File: src/rtl/core/apd_pkg.sv
`default_nettype none

package apd_pkg;

  localparam int HOLD_BITS     = 10;
  localparam int THR_BITS      = 11;
  localparam int DEPTH_BITS    = 13;
  localparam int CFG_IDX_BITS  = 3;
  localparam int CFG_DATA_BITS = 13;

  localparam logic [HOLD_BITS-1:0] HOLD_MAX = 10'd1023;

  localparam int Q_DEPTH = 4;
  localparam int Q_AW    = 2;
  localparam int Q_CW    = 3;

  localparam logic [HOLD_BITS-1:0]         RST_HOLD_FRAMES    = 10'd15;
  localparam logic signed [THR_BITS-1:0]   RST_SE_DY_MAX      = 11'sd60;
  localparam logic signed [THR_BITS-1:0]   RST_SE_DX_MIN      = 11'sd30;
  localparam logic [THR_BITS-2:0]          RST_HE_DX_MAX      = 10'd50;
  localparam logic signed [THR_BITS-1:0]   RST_HE_DY_MIN      = 11'sd20;
  localparam logic [DEPTH_BITS-1:0]        RST_HAND_DEPTH_MIN = 13'd700;

  typedef enum logic [CFG_IDX_BITS-1:0] {
    CFG_HOLD_FRAMES    = 3'd0,
    CFG_SE_DY_MAX      = 3'd1,
    CFG_SE_DX_MIN      = 3'd2,
    CFG_HE_DX_MAX      = 3'd3,
    CFG_HE_DY_MIN      = 3'd4,
    CFG_HAND_DEPTH_MIN = 3'd5
  } cfg_idx_t;

  typedef struct packed {
    logic [HOLD_BITS-1:0]        hold_frames;
    logic signed [THR_BITS-1:0]  se_dy_max;
    logic signed [THR_BITS-1:0]  se_dx_min;
    logic [THR_BITS-2:0]         he_dx_max;
    logic signed [THR_BITS-1:0]  he_dy_min;
    logic [DEPTH_BITS-1:0]       hand_depth_min;
  } cfg_t;

  typedef struct packed {
    logic full;
    logic empty;
  } q_stat_t;

endpackage

`default_nettype wire

File: src/rtl/core/arm_pose_hold_detector.sv
// Arm pose hold detector.
// Path: front register, queue, stage-1 register, output register.
// Throughput: one word per cycle when not stalled; set by the running-sum
// update of the window store (one write port, one prefetched read).
// Reset: synchronous active-low rst_n; config registers return to defaults, sums,
// counts and hold counter clear; window store is not cleared.
`default_nettype none

module arm_pose_hold_detector #(
  parameter int WINDOW_DEPTH = 20,
  parameter int COORD_BITS   = 10
) (
  input  wire logic                                 clk,
  input  wire logic                                 rst_n,
  input  wire logic                                 in_valid,
  output logic                                      in_stall,
  input  wire logic                                 in_frame_valid,
  input  wire logic [COORD_BITS-1:0]                in_shoulder_x,
  input  wire logic [COORD_BITS-1:0]                in_shoulder_y,
  input  wire logic [COORD_BITS-1:0]                in_elbow_x,
  input  wire logic [COORD_BITS-1:0]                in_elbow_y,
  input  wire logic [COORD_BITS-1:0]                in_hand_x,
  input  wire logic [COORD_BITS-1:0]                in_hand_y,
  input  wire logic [apd_pkg::DEPTH_BITS-1:0]       in_hand_depth,
  output logic                                      out_valid,
  input  wire logic                                 out_stall,
  output logic                                      out_stop_detected,
  input  wire logic                                 cfg_valid,
  output logic                                      cfg_ready,
  input  wire logic [apd_pkg::CFG_IDX_BITS-1:0]     cfg_index,
  input  wire logic [apd_pkg::CFG_DATA_BITS-1:0]    cfg_data
);

  localparam int IW = 2 + COORD_BITS + 3 * (COORD_BITS + 1);

  apd_pkg::cfg_t     cfg_r;
  apd_pkg::q_stat_t  q_stat;
  logic              q_push;
  logic              q_pop;
  logic [IW-1:0]     q_wdata;
  logic [IW-1:0]     q_rdata;

  assign cfg_ready = 1'b1;

  always_ff @(posedge clk) begin
    if (!rst_n) begin
      cfg_r.hold_frames    <= apd_pkg::RST_HOLD_FRAMES;
      cfg_r.se_dy_max      <= apd_pkg::RST_SE_DY_MAX;
      cfg_r.se_dx_min      <= apd_pkg::RST_SE_DX_MIN;
      cfg_r.he_dx_max      <= apd_pkg::RST_HE_DX_MAX;
      cfg_r.he_dy_min      <= apd_pkg::RST_HE_DY_MIN;
      cfg_r.hand_depth_min <= apd_pkg::RST_HAND_DEPTH_MIN;
    end else if (cfg_valid && cfg_ready) begin
      case (apd_pkg::cfg_idx_t'(cfg_index))
        apd_pkg::CFG_HOLD_FRAMES:    cfg_r.hold_frames    <= cfg_data[9:0];
        apd_pkg::CFG_SE_DY_MAX:      cfg_r.se_dy_max      <= $signed(cfg_data[10:0]);
        apd_pkg::CFG_SE_DX_MIN:      cfg_r.se_dx_min      <= $signed(cfg_data[10:0]);
        apd_pkg::CFG_HE_DX_MAX:      cfg_r.he_dx_max      <= cfg_data[9:0];
        apd_pkg::CFG_HE_DY_MIN:      cfg_r.he_dy_min      <= $signed(cfg_data[10:0]);
        apd_pkg::CFG_HAND_DEPTH_MIN: cfg_r.hand_depth_min <= cfg_data[12:0];
        default: ;
      endcase
    end
  end

  apd_front #(
    .COORD_BITS (COORD_BITS),
    .IW         (IW)
  ) u_front (
    .clk            (clk),
    .rst_n          (rst_n),
    .cfg            (cfg_r),
    .in_valid       (in_valid),
    .in_stall       (in_stall),
    .in_frame_valid (in_frame_valid),
    .in_shoulder_x  (in_shoulder_x),
    .in_shoulder_y  (in_shoulder_y),
    .in_elbow_x     (in_elbow_x),
    .in_elbow_y     (in_elbow_y),
    .in_hand_x      (in_hand_x),
    .in_hand_y      (in_hand_y),
    .in_hand_depth  (in_hand_depth),
    .q_stat         (q_stat),
    .q_push         (q_push),
    .q_data         (q_wdata)
  );

  apd_queue #(
    .WIDTH (IW)
  ) u_queue (
    .clk       (clk),
    .rst_n     (rst_n),
    .push      (q_push),
    .push_data (q_wdata),
    .pop       (q_pop),
    .pop_data  (q_rdata),
    .stat      (q_stat)
  );

  apd_back #(
    .WINDOW_DEPTH (WINDOW_DEPTH),
    .COORD_BITS   (COORD_BITS),
    .IW           (IW)
  ) u_back (
    .clk               (clk),
    .rst_n             (rst_n),
    .cfg               (cfg_r),
    .q_stat            (q_stat),
    .q_pop             (q_pop),
    .q_data            (q_rdata),
    .out_valid         (out_valid),
    .out_stall         (out_stall),
    .out_stop_detected (out_stop_detected)
  );

`ifndef ASSERT_OFF
  a_stall_only_when_full: assert property (@(posedge clk) disable iff (!rst_n)
    in_stall |-> q_stat.full)
    else $error("input stalled while queue has room");

  a_queue_status: assert property (@(posedge clk) disable iff (!rst_n)
    !(q_stat.full && q_stat.empty))
    else $error("queue both full and empty");

  a_no_detect_at_max: assert property (@(posedge clk) disable iff (!rst_n)
    (out_valid && out_stop_detected) |-> (cfg_r.hold_frames != apd_pkg::HOLD_MAX))
    else $error("detection with unreachable hold threshold");
`endif

endmodule

`default_nettype wire

File: src/rtl/core/apd_front.sv
`default_nettype none

module apd_front #(
  parameter int COORD_BITS = 10,
  parameter int IW         = 2 + COORD_BITS + 3 * (COORD_BITS + 1)
) (
  input  wire logic                              clk,
  input  wire logic                              rst_n,
  input  wire apd_pkg::cfg_t                     cfg,
  input  wire logic                              in_valid,
  output logic                                   in_stall,
  input  wire logic                              in_frame_valid,
  input  wire logic [COORD_BITS-1:0]             in_shoulder_x,
  input  wire logic [COORD_BITS-1:0]             in_shoulder_y,
  input  wire logic [COORD_BITS-1:0]             in_elbow_x,
  input  wire logic [COORD_BITS-1:0]             in_elbow_y,
  input  wire logic [COORD_BITS-1:0]             in_hand_x,
  input  wire logic [COORD_BITS-1:0]             in_hand_y,
  input  wire logic [apd_pkg::DEPTH_BITS-1:0]    in_hand_depth,
  input  wire apd_pkg::q_stat_t                  q_stat,
  output logic                                   q_push,
  output logic [IW-1:0]                          q_data
);

  localparam int OW = COORD_BITS + 1;

  logic                    valid_r;
  logic [IW-1:0]           item_r;
  logic                    load;
  logic signed [OW-1:0]    hedx_s;
  logic [COORD_BITS-1:0]   hedx;
  logic signed [OW-1:0]    hedy;
  logic signed [OW-1:0]    sedy;
  logic signed [OW-1:0]    sedx;
  logic                    depth_ok;

  assign in_stall = valid_r && q_stat.full;
  assign load     = in_valid && !in_stall;
  assign q_push   = valid_r && !q_stat.full;
  assign q_data   = item_r;

  always_comb begin
    hedx_s   = $signed({1'b0, in_hand_x}) - $signed({1'b0, in_elbow_x});
    hedx     = hedx_s[OW-1] ? COORD_BITS'(-hedx_s) : hedx_s[COORD_BITS-1:0];
    hedy     = $signed({1'b0, in_hand_y}) - $signed({1'b0, in_elbow_y});
    sedy     = $signed({1'b0, in_elbow_y}) - $signed({1'b0, in_shoulder_y});
    sedx     = $signed({1'b0, in_shoulder_x}) - $signed({1'b0, in_elbow_x});
    depth_ok = in_hand_depth > cfg.hand_depth_min;
  end

  always_ff @(posedge clk) begin
    if (!rst_n) begin
      valid_r <= 1'b0;
    end else if (load) begin
      valid_r <= 1'b1;
    end else if (q_push) begin
      valid_r <= 1'b0;
    end
  end

  always_ff @(posedge clk) begin
    if (load) begin
      item_r <= {in_frame_valid, depth_ok, hedx, hedy, sedy, sedx};
    end
  end

endmodule

`default_nettype wire

File: src/rtl/core/apd_queue.sv
`default_nettype none

module apd_queue #(
  parameter int WIDTH = 45
) (
  input  wire logic              clk,
  input  wire logic              rst_n,
  input  wire logic              push,
  input  wire logic [WIDTH-1:0]  push_data,
  input  wire logic              pop,
  output logic [WIDTH-1:0]       pop_data,
  output apd_pkg::q_stat_t       stat
);

  logic [WIDTH-1:0]              mem [apd_pkg::Q_DEPTH];
  logic [apd_pkg::Q_AW-1:0]      wr_ptr_r;
  logic [apd_pkg::Q_AW-1:0]      rd_ptr_r;
  logic [apd_pkg::Q_CW-1:0]      count_r;
  logic                          do_push;
  logic                          do_pop;

  assign stat.full  = count_r == apd_pkg::Q_CW'(apd_pkg::Q_DEPTH);
  assign stat.empty = count_r == '0;
  assign do_push    = push && !stat.full;
  assign do_pop     = pop && !stat.empty;
  assign pop_data   = mem[rd_ptr_r];

  always_ff @(posedge clk) begin
    if (!rst_n) begin
      wr_ptr_r <= '0;
      rd_ptr_r <= '0;
      count_r  <= '0;
    end else begin
      if (do_push) begin
        wr_ptr_r <= wr_ptr_r + 1'b1;
      end
      if (do_pop) begin
        rd_ptr_r <= rd_ptr_r + 1'b1;
      end
      if (do_push && !do_pop) begin
        count_r <= count_r + 1'b1;
      end else if (do_pop && !do_push) begin
        count_r <= count_r - 1'b1;
      end
    end
  end

  always_ff @(posedge clk) begin
    if (do_push) begin
      mem[wr_ptr_r] <= push_data;
    end
  end

endmodule

`default_nettype wire

File: src/rtl/core/apd_back.sv
`default_nettype none

module apd_back #(
  parameter int WINDOW_DEPTH = 20,
  parameter int COORD_BITS   = 10,
  parameter int IW           = 2 + COORD_BITS + 3 * (COORD_BITS + 1)
) (
  input  wire logic                clk,
  input  wire logic                rst_n,
  input  wire apd_pkg::cfg_t       cfg,
  input  wire apd_pkg::q_stat_t    q_stat,
  output logic                     q_pop,
  input  wire logic [IW-1:0]       q_data,
  output logic                     out_valid,
  input  wire logic                out_stall,
  output logic                     out_stop_detected
);

  localparam int OW = COORD_BITS + 1;
  localparam int NW = $clog2(WINDOW_DEPTH + 1);
  localparam int AW = (WINDOW_DEPTH > 1) ? $clog2(WINDOW_DEPTH) : 1;
  localparam int SW = OW + NW;
  localparam int PW = apd_pkg::THR_BITS + NW + 1;
  localparam int CW = ((SW > PW) ? SW : PW) + 1;
  localparam int EW = 4 * OW;
  localparam logic [NW-1:0] N_FULL    = NW'(WINDOW_DEPTH);
  localparam logic [AW-1:0] SLOT_LAST = AW'(WINDOW_DEPTH - 1);

  logic [EW-1:0]                   mem [WINDOW_DEPTH];
  logic [EW-1:0]                   old_r;
  logic [AW-1:0]                   slot_r;
  logic [NW-1:0]                   n_r;
  logic signed [SW-1:0]            sum_r [4];
  logic signed [PW-1:0]            prod_r [4];
  logic                            s1_valid_r;
  logic                            s1_fv_r;
  logic                            s1_dok_r;
  logic                            out_valid_r;
  logic                            out_stop_r;
  logic [apd_pkg::HOLD_BITS-1:0]   hold_r;

  logic                            en;
  logic                            item_fv;
  logic                            item_dok;
  logic                            wr_en;
  logic                            full;
  logic [AW-1:0]                   slot_nxt;
  logic [NW-1:0]                   n_nxt;
  logic [EW-1:0]                   new_entry;
  logic signed [OW-1:0]            new_ofs [4];
  logic signed [OW-1:0]            old_ofs [4];
  logic signed [SW-1:0]            sum_nxt [4];
  logic signed [PW-1:0]            prod_nxt [4];
  logic signed [apd_pkg::THR_BITS-1:0] thr [4];
  logic signed [PW-1:0]            thr_w;
  logic signed [PW-1:0]            n_w;
  logic signed [CW-1:0]            sum_c [4];
  logic signed [CW-1:0]            prod_c [4];
  logic                            pass;
  logic [apd_pkg::HOLD_BITS-1:0]   hold_nxt;

  assign en       = !out_valid_r || !out_stall;
  assign q_pop    = en && !q_stat.empty;
  assign item_fv  = q_data[IW-1];
  assign item_dok = q_data[IW-2];
  assign wr_en    = q_pop && item_fv;
  assign full     = n_r == N_FULL;
  assign slot_nxt = (slot_r == SLOT_LAST) ? '0 : slot_r + 1'b1;
  assign n_nxt    = full ? n_r : n_r + 1'b1;

  // lane 0: |hand-elbow dx|, 1: hand-elbow dy, 2: elbow-shoulder dy, 3: shoulder-elbow dx
  always_comb begin
    new_ofs[0] = $signed({1'b0, q_data[3*OW +: COORD_BITS]});
    new_ofs[1] = $signed(q_data[2*OW +: OW]);
    new_ofs[2] = $signed(q_data[OW +: OW]);
    new_ofs[3] = $signed(q_data[0 +: OW]);
    new_entry  = {new_ofs[3], new_ofs[2], new_ofs[1], new_ofs[0]};
    thr[0] = $signed({1'b0, cfg.he_dx_max});
    thr[1] = cfg.he_dy_min;
    thr[2] = cfg.se_dy_max;
    thr[3] = cfg.se_dx_min;
    n_w    = PW'($signed({1'b0, n_nxt}));
    thr_w  = '0;
    for (int k = 0; k < 4; k++) begin
      old_ofs[k]  = $signed(old_r[k*OW +: OW]);
      sum_nxt[k]  = sum_r[k] - (full ? SW'(old_ofs[k]) : SW'(0)) + SW'(new_ofs[k]);
      thr_w       = PW'(thr[k]);
      prod_nxt[k] = thr_w * n_w;
      sum_c[k]    = CW'(sum_r[k]);
      prod_c[k]   = CW'(prod_r[k]);
    end
    pass = (sum_c[0] < prod_c[0]) && (sum_c[2] < prod_c[2]) &&
           (sum_c[3] > prod_c[3]) && (sum_c[1] > prod_c[1]) && s1_dok_r;
    if (!pass) begin
      hold_nxt = '0;
    end else if (hold_r == apd_pkg::HOLD_MAX) begin
      hold_nxt = hold_r;
    end else begin
      hold_nxt = hold_r + 1'b1;
    end
  end

  always_ff @(posedge clk) begin
    if (!rst_n) begin
      slot_r      <= '0;
      n_r         <= '0;
      s1_valid_r  <= 1'b0;
      out_valid_r <= 1'b0;
      hold_r      <= '0;
      for (int k = 0; k < 4; k++) begin
        sum_r[k] <= '0;
      end
    end else begin
      if (wr_en) begin
        slot_r <= slot_nxt;
        n_r    <= n_nxt;
        for (int k = 0; k < 4; k++) begin
          sum_r[k] <= sum_nxt[k];
        end
      end
      if (en) begin
        s1_valid_r  <= q_pop;
        out_valid_r <= s1_valid_r;
        if (s1_valid_r && s1_fv_r) begin
          hold_r <= hold_nxt;
        end
      end
    end
  end

  always_ff @(posedge clk) begin
    if (q_pop) begin
      s1_fv_r  <= item_fv;
      s1_dok_r <= item_dok;
      for (int k = 0; k < 4; k++) begin
        prod_r[k] <= prod_nxt[k];
      end
    end
    if (en) begin
      out_stop_r <= s1_valid_r && s1_fv_r && pass && (hold_nxt > cfg.hold_frames);
    end
  end

  // window store; old_r prefetches the entry the next push will evict
  always_ff @(posedge clk) begin
    if (wr_en) begin
      mem[slot_r] <= new_entry;
      old_r       <= (slot_nxt == slot_r) ? new_entry : mem[slot_nxt];
    end
  end

  assign out_valid         = out_valid_r;
  assign out_stop_detected = out_stop_r;

endmodule

`default_nettype wire
File: config.mk
export PLATFORM = sky130hd
export DESIGN_NAME = arm_pose_hold_detector
export DESIGN_NICKNAME = d
export VERILOG_FILES = /design/src/rtl/core/apd_pkg.sv /design/src/rtl/core/arm_pose_hold_detector.sv /design/src/rtl/core/apd_front.sv /design/src/rtl/core/apd_queue.sv /design/src/rtl/core/apd_back.sv
export SDC_FILE = /design/constraint.sdc
export NUM_CORES = 2
export LEC_CHECK = 0
export BUFFER_PORTS_ARGS = -buffer_cell sky130_fd_sc_hd__buf_2
export CAP_MARGIN = 25
export CORE_ASPECT_RATIO = 1.25
export CORE_MARGIN = 8
export CORE_UTILIZATION = 60
export CTS_CLUSTER_SIZE = 40
export DETAILED_ROUTE_END_ITERATION = 7
export HOLD_SLACK_MARGIN = 0.06
export PLACE_DENSITY = 0.81
export SLEW_MARGIN = 40
export SYNTH_ARGS = -nofsm -noshare
export SYNTH_HDL_FRONTEND = slang
export SYNTH_SLANG_ARGS = --single-unit
export TNS_END_PERCENT = 30
File: constraint.sdc
create_clock -name clk -period 24.9 [get_ports clk]
set_input_delay 3.735 -clock clk [delete_from_list [all_inputs] [get_ports clk]]
set_output_delay 3.735 -clock clk [all_outputs]
set_load 0.005 [all_outputs]
# == Word-level counts from Yosys, hierarchy flattened ==
# Memory sizes are Yosys's and may differ from the RTL's. A register that Yosys moved wholly into a read port is not among the register bits.
# Cells that the tools add are included.
# word_totals
register_bits,145
ram_bits,1172
input_bits,95
elab_cells,131
mem_count,4
# op_classes
addsub,20
mul,4
order_cmp,6
n_eq_ne,10
muxes,28
bitwise,4
reduce_logical,35
# memory_table
memory,words,word_bits,rd,rd_ports_with_merged_regs,wr,line_no,source
u_back.mem,20,43,1,1,1,apd_back.sv:29,logic [EW-1:0] mem [WINDOW_DEPTH];
u_queue.mem,4,45,1,1,1,apd_queue.sv:15,logic [WIDTH-1:0] mem [apd_pkg::Q_DEPTH];
u_back.prod_r,4,17,4,0,4,apd_back.sv:34,logic signed [PW-1:0] prod_r [4];
u_back.sum_r,4,16,4,0,4,apd_back.sv:33,logic signed [SW-1:0] sum_r [4];
# op_table
op,n
$mux 16,8
$add 16x11->16,4
$sub 16x16->16,4
$mul 11x6->17,3
$sub 10x10->11,4
$gt 16x17->1,2
$lt 16x17->1,2
$mux 10,3
$logic_and 1x1->1,16
$mul 10x5->15,1
$reduce_and 2->1,7
$gt 13x13->1,1
$mux 1,11
$add 10x1->10 const B,1
$add 5x1->5 const B,2
$eq 10x10->1 const B,1
$eq 5x5->1 const B,2
$gt 10x10->1,1
$mux 5,2
$neg 10->10,1
$eq 3x3->1 const B,3
$logic_not 1->1,7
$eq 3x2->1 const B,2
$logic_not 3->1,2
other kinds (10),17

# == Longest topological paths before layout ==
# An unclocked memory read counts as a cell.
# depth
ltp_word,9
mapped_depth,21
mapped_depth_nobuf,19

# == Modules after synthesis ==
# A second synthesis with hierarchy kept.
# hier_totals
hier_cells,4550
area_unflattened_um2,66591.4
# modules_own_cells
module,n_inst,cells_per_inst,area_per_inst_um2
apd_back,1,3647,53333.7
apd_queue,1,283,7021.7
apd_front,1,373,3681.0
arm_pose_hold_detector,1,247,2555.0

# == Least setup slack after synthesis ==
# OpenSTA, ideal clock, no wires.
# synth_path
kind,input -> register
from,in out_stall
to,mem u_back.mem[4][0] (netlist name) (enable)
setup_time_ns,0.444
arrival_time_ns,9.933
required_ns,24.456
setup_slack_ns,14.523
path_stages,7
n_path_buf,2
path_cell_list,nand2_1 o31a_1 and2_1 clkbuf_1 buf_1 nand2_1 nor2_1
# synth_via
elab_chain_cells,6
# synth_lines
item,line_no,source
from (decl),arm_pose_hold_detector.sv:26,"input wire logic out_stall,"
$logic_not 1->1,apd_back.sv:62,assign en = !out_valid_r || !out_stall;
$logic_or 1x1->1,apd_back.sv:62,
$logic_and 1x1->1,apd_back.sv:63,assign q_pop = en && !q_stat.empty;
via q_pop,arm_pose_hold_detector.sv:39,logic q_pop;
$logic_and 1x1->1,apd_back.sv:66,assign wr_en = q_pop && item_fv;
via u_back.wr_en,apd_back.sv:45,logic wr_en;
$mux 1,apd_back.sv:146,if (wr_en) begin
$mux 1 (not written as such),apd_back.sv:147,mem[slot_r] <= new_entry;
to (decl),apd_back.sv:29,
# The timed path passes the listed nets, and every way through them passes these cells.

# == Worst setup path after layout ==
# layout_path
from,in out_stall
to,mem u_back.mem[14][17] (netlist name) (enable)
# layout_via
elab_chain_cells,6
# layout_lines
item,line_no
$logic_not 1->1,apd_back.sv:62
$logic_or 1x1->1,apd_back.sv:62
$logic_and 1x1->1,apd_back.sv:63
via q_pop,arm_pose_hold_detector.sv:39
$logic_and 1x1->1,apd_back.sv:66
$mux 1,apd_back.sv:146
$mux 1 (not written as such),apd_back.sv:147
# The timed path passes the listed nets, and every way through them passes these cells.

==> metrics.md <==
| Metric | Value |
|---|---|
| Combined flip-flop and latch cell area | 39800 sq um |
| R2R depth | 18 |
| Gr usage total | 24.1% |
| Die W | 314 microns |
| Highest routed layer | met5 |
| Final nets | 5238 |
| # resized after CTS | 0 |
| DP HPWL | 90.0 mm |
| Static leakage | 27.3 nW |
| H-tree depth | 4 |
| Hold_sp | cfg_r[64]$_SDFFE_PN0P_ |
| Post-CTS Setup Bufs | 0 |
| Drc violations | 0 |
| Initial antenna violation count | 4 |
| Routed WL | 147 mm |
| Leading area contributor after synthesis | edfxtp_1 |
| Via count | 38.0k |
| Total grt overflow | 0 |
| CTS buffer count | 130 |
| Synth Register Bits | 1359 |
| Crit path time final | 6.21 ns |
| Hold Path Class | flop to flop |
| Iteration-0 DRC Markers | 3278 |
| Status | completed |
| Diodes inserted | 0 |
| RSZ-0062 raised after global routing | false |
| Final hold vios | 0 |
| Fin crit share | 24.9% |
| PnR Total Power | 0.00824 W |
| CTS tree | yes |
| Largest net degree at the start of global routing | 96 |
| Synth top area cells | edfxtp_1 57%, mux4_2 8.8%, ha_1 6.0% |
| Mapped Nets | 5101 |
| Met3 WL post-DR | 12.0 mm |
| Routability congestion estimate | 0.831 |
| Met2 WL | 75.7 mm |
| Post-route setup TNS | 0 ns |
| Wire length on met1 | 54.4 mm |
| Clk_skew | 0.0336 ns |
| Critical Path End Type | flop |
| Footprint of the multi-input gates | 24300 sq um |
| Worst EP required | 25.25 ns |
| Reg-to-reg startpoint | u_back.n_r[0]$_SDFFE_PN0P_ |
| Worst EP arrival | 6.57 ns |
| Fillcell total | 7265 |
| Prevailing post-synth register cell | edfxtp_1 |
| Worst Max-Slew Pin Slew | 0.835 ns |
| Share of flip-flops with an asynchronous set or reset | 0% |
| I/O pin total | 99 |
| Drt via density | 6.15 |
| Reg2reg end | u_back.prod_r[3][16]$_DFFE_PP_ |
| Hold depth | 2 |
| Hold Path Sink | cfg_r[64]$_SDFFE_PN0P_ |
| Share of cells above drive strength 1 | 14.0% |
| Slew Limit Fails | 0 |
| Setup slack, reg-to-reg | 18.87 ns |
| Maximum vdd drop | 0.0000856 V |
| Die H | 388 microns |
| Slew Limit Headroom | 44.3% |
| Synth-to-Final Area Change | 9.95% |
| EDFF count, synth | 1261 |
| Vias in the first global route | 39.3k |
| Core Region | 110000 sq um |
| Crit Path Class | input port to flop |
| Synth cell types | 72 |
| Std-Cell Rows | 136 |
| Post-Syn Area per Cell | 14.8 sq um |
| CTS Sinks | 1359 |
| Die ar. | 122000 sq um |
| Post-synth top cells | 1261 x edfxtp_1, 510 x inv_1, 320 x ha_1 |
| Top cell type's share of synthesized area | 56.9% |
| CTS max path bufs | 3 |
| Wire length per cell | 23.8 microns |
| Seq/Total Area, Yosys | 59.9% |
| Cts hold-fix bufs | 0 |
| Pwr/cell area | 113 nW/um^2 |
| TritonRoute pass-1 iters | 6 |
| CP startpoint kind | input port |
| First-pass GRT wire length | 227 mm |
| Count leader, synth | edfxtp_1 |
| Crit-path max FO | 43 |
| CTS root buf | clkbuf_16 |
| Mapped Cells | 4500 |
| Port Buffers | 97 |
| # Max-Cap Violations | 0 |
| Reg clk slew, reported paths | 0.06 ns |
| Post-route ant nets | 0 |
| Clk_lat worst skew | 0.75 ns |
| FMAX | 161 MHz |
| Starting Density | 60.5% |
| Yosys Warn Count | 0 |
| Minimum hold slack | 0.462 ns |
| Cell Area, Synth | 66500 sq um |
| Utilization after layout | 66.5% |
| Setup Viol. Count Final | 0 |
-- power by group --
| part | leakage, nW | internal (W) | switching (W) |
|---|---|---|---|
| Sequential | 12.4 | 0.00304 | 0.000127 |
| Combinational | 12.9 | 0.00123 | 0.00186 |
| Clock | 2.10 | 0.00113 | 0.000860 |
-- per-layer routing --
layer / vias up / track usage (%)
li1: 16800 / -
met5: - / 0
met3: 335 / 4.00
met1: 19000 / 30.2
met2: 1908 / 42.2
met4: 4 / 8.61
-- state kept, by name, indices dropped and copies added, names as in the netlist, named ones only --
name                      cells
u_queue.wr_ptr_r              2
u_back.mem                  860
u_back.s1_dok_r               1
u_back.s1_valid_r             1
u_back.s1_fv_r                1
u_front.valid_r               1
u_back.sum_r                 64
u_back.prod_r                66
u_queue.rd_ptr_r              2
u_back.n_r                    5
u_back.out_valid              1
u_back.out_stop_detected      1
u_queue.count_r               3
u_front.q_data               45
u_back.hold_r                10
cfg_r                        66
u_queue.mem                 180
u_back.old_r                 43
u_back.slot_r                 5
-- final cells by class --
type,count,share of cell area [%]
multi-input combinational,2481,33.2
sequential,1359,54.5
clock buffer,159,4.73
timing repair buffer,154,1.34
inverter,511,2.62
tap,1449,2.48
clock inverter,75,1.13
-- critical path, stage by stage --
cell and delay, ns:
buf_2 0.11, nand2_1 0.12, o31a_2 0.24, and2_4 0.37
buf_4 0.57, nand2_1 0.49, nor2_4 0.20, buf_4 0.65
-- how the worst max path moves through the flow --
stage	startpoint	to	slack, ns	cells after the start
after CTS	out_stall	u_back.mem[14][17]$_DFFE_PP_	18.77	8
after floorplan	out_stall	u_back.mem[4][0]$_DFFE_PP_	14.52	7
final	out_stall	u_back.mem[14][17]$_DFFE_PP_	18.69	8
after global routing	u_back.n_r[0]$_SDFFE_PN0P_	u_back.prod_r[3][16]$_DFFE_PP_	18.44	19
after detailed placement	out_stall	u_back.mem[14][8]$_DFFE_PP_	18.07	8
after global placement	out_stall	u_back.mem[12][38]$_DFFE_PP_	18.13	8
-- stage by stage --
step	cell area, sq um	worst slack (ns)	cells
after floorplan	66500	14.52	4500
after global placement	68800	18.13	5950
after detailed placement	68900	18.07	5954
after CTS	73100	18.77	6188
after global routing	73200	18.44	6188
final	73200	18.69	6188
-- layout by cell type (no fill, tap or decap), types with 22 or more instances in the layout --
master / instances
edfxtp_1: 1261
inv_1: 510
ha_1: 319
nand2_1: 285
mux4_2: 260
and2_1: 194
fa_1: 186
nor2_1: 158
clkbuf_16: 133
mux2i_1: 98
dfxtp_1: 96
buf_2: 96
xnor2_1: 89
a21oi_1: 88
o21ai_0: 75
nand3_1: 65
nand2b_1: 61
nor3_1: 55
xor2_1: 54
a21boi_0: 50
buf_4: 48
o221ai_1: 47
nor2b_1: 45
a21o_1: 38
and3_1: 32
clkinv_1: 25
nand4_1: 23
o21a_1: 22
clkbuf_1: 22
-- cell families (layout without fill, tap and decap cells) --
logic type | count (synthesis) | count (layout) | synth area share (%)
AO/OA/AOI/OAI | 455 | 455 | 4.71
XOR/XNOR | 146 | 146 | 1.92
adder cells (fa/ha/maj) | 506 | 506 | 11.6
buffers and inverters | 660 | 899 | 3.94
flip-flops | 1359 | 1359 | 59.9
multiplexers | 359 | 359 | 10.3
other | 1 | 1 | 0.00564
AND/OR/NAND/NOR | 1014 | 1014 | 7.64
(Power assumes the default switching activity.)
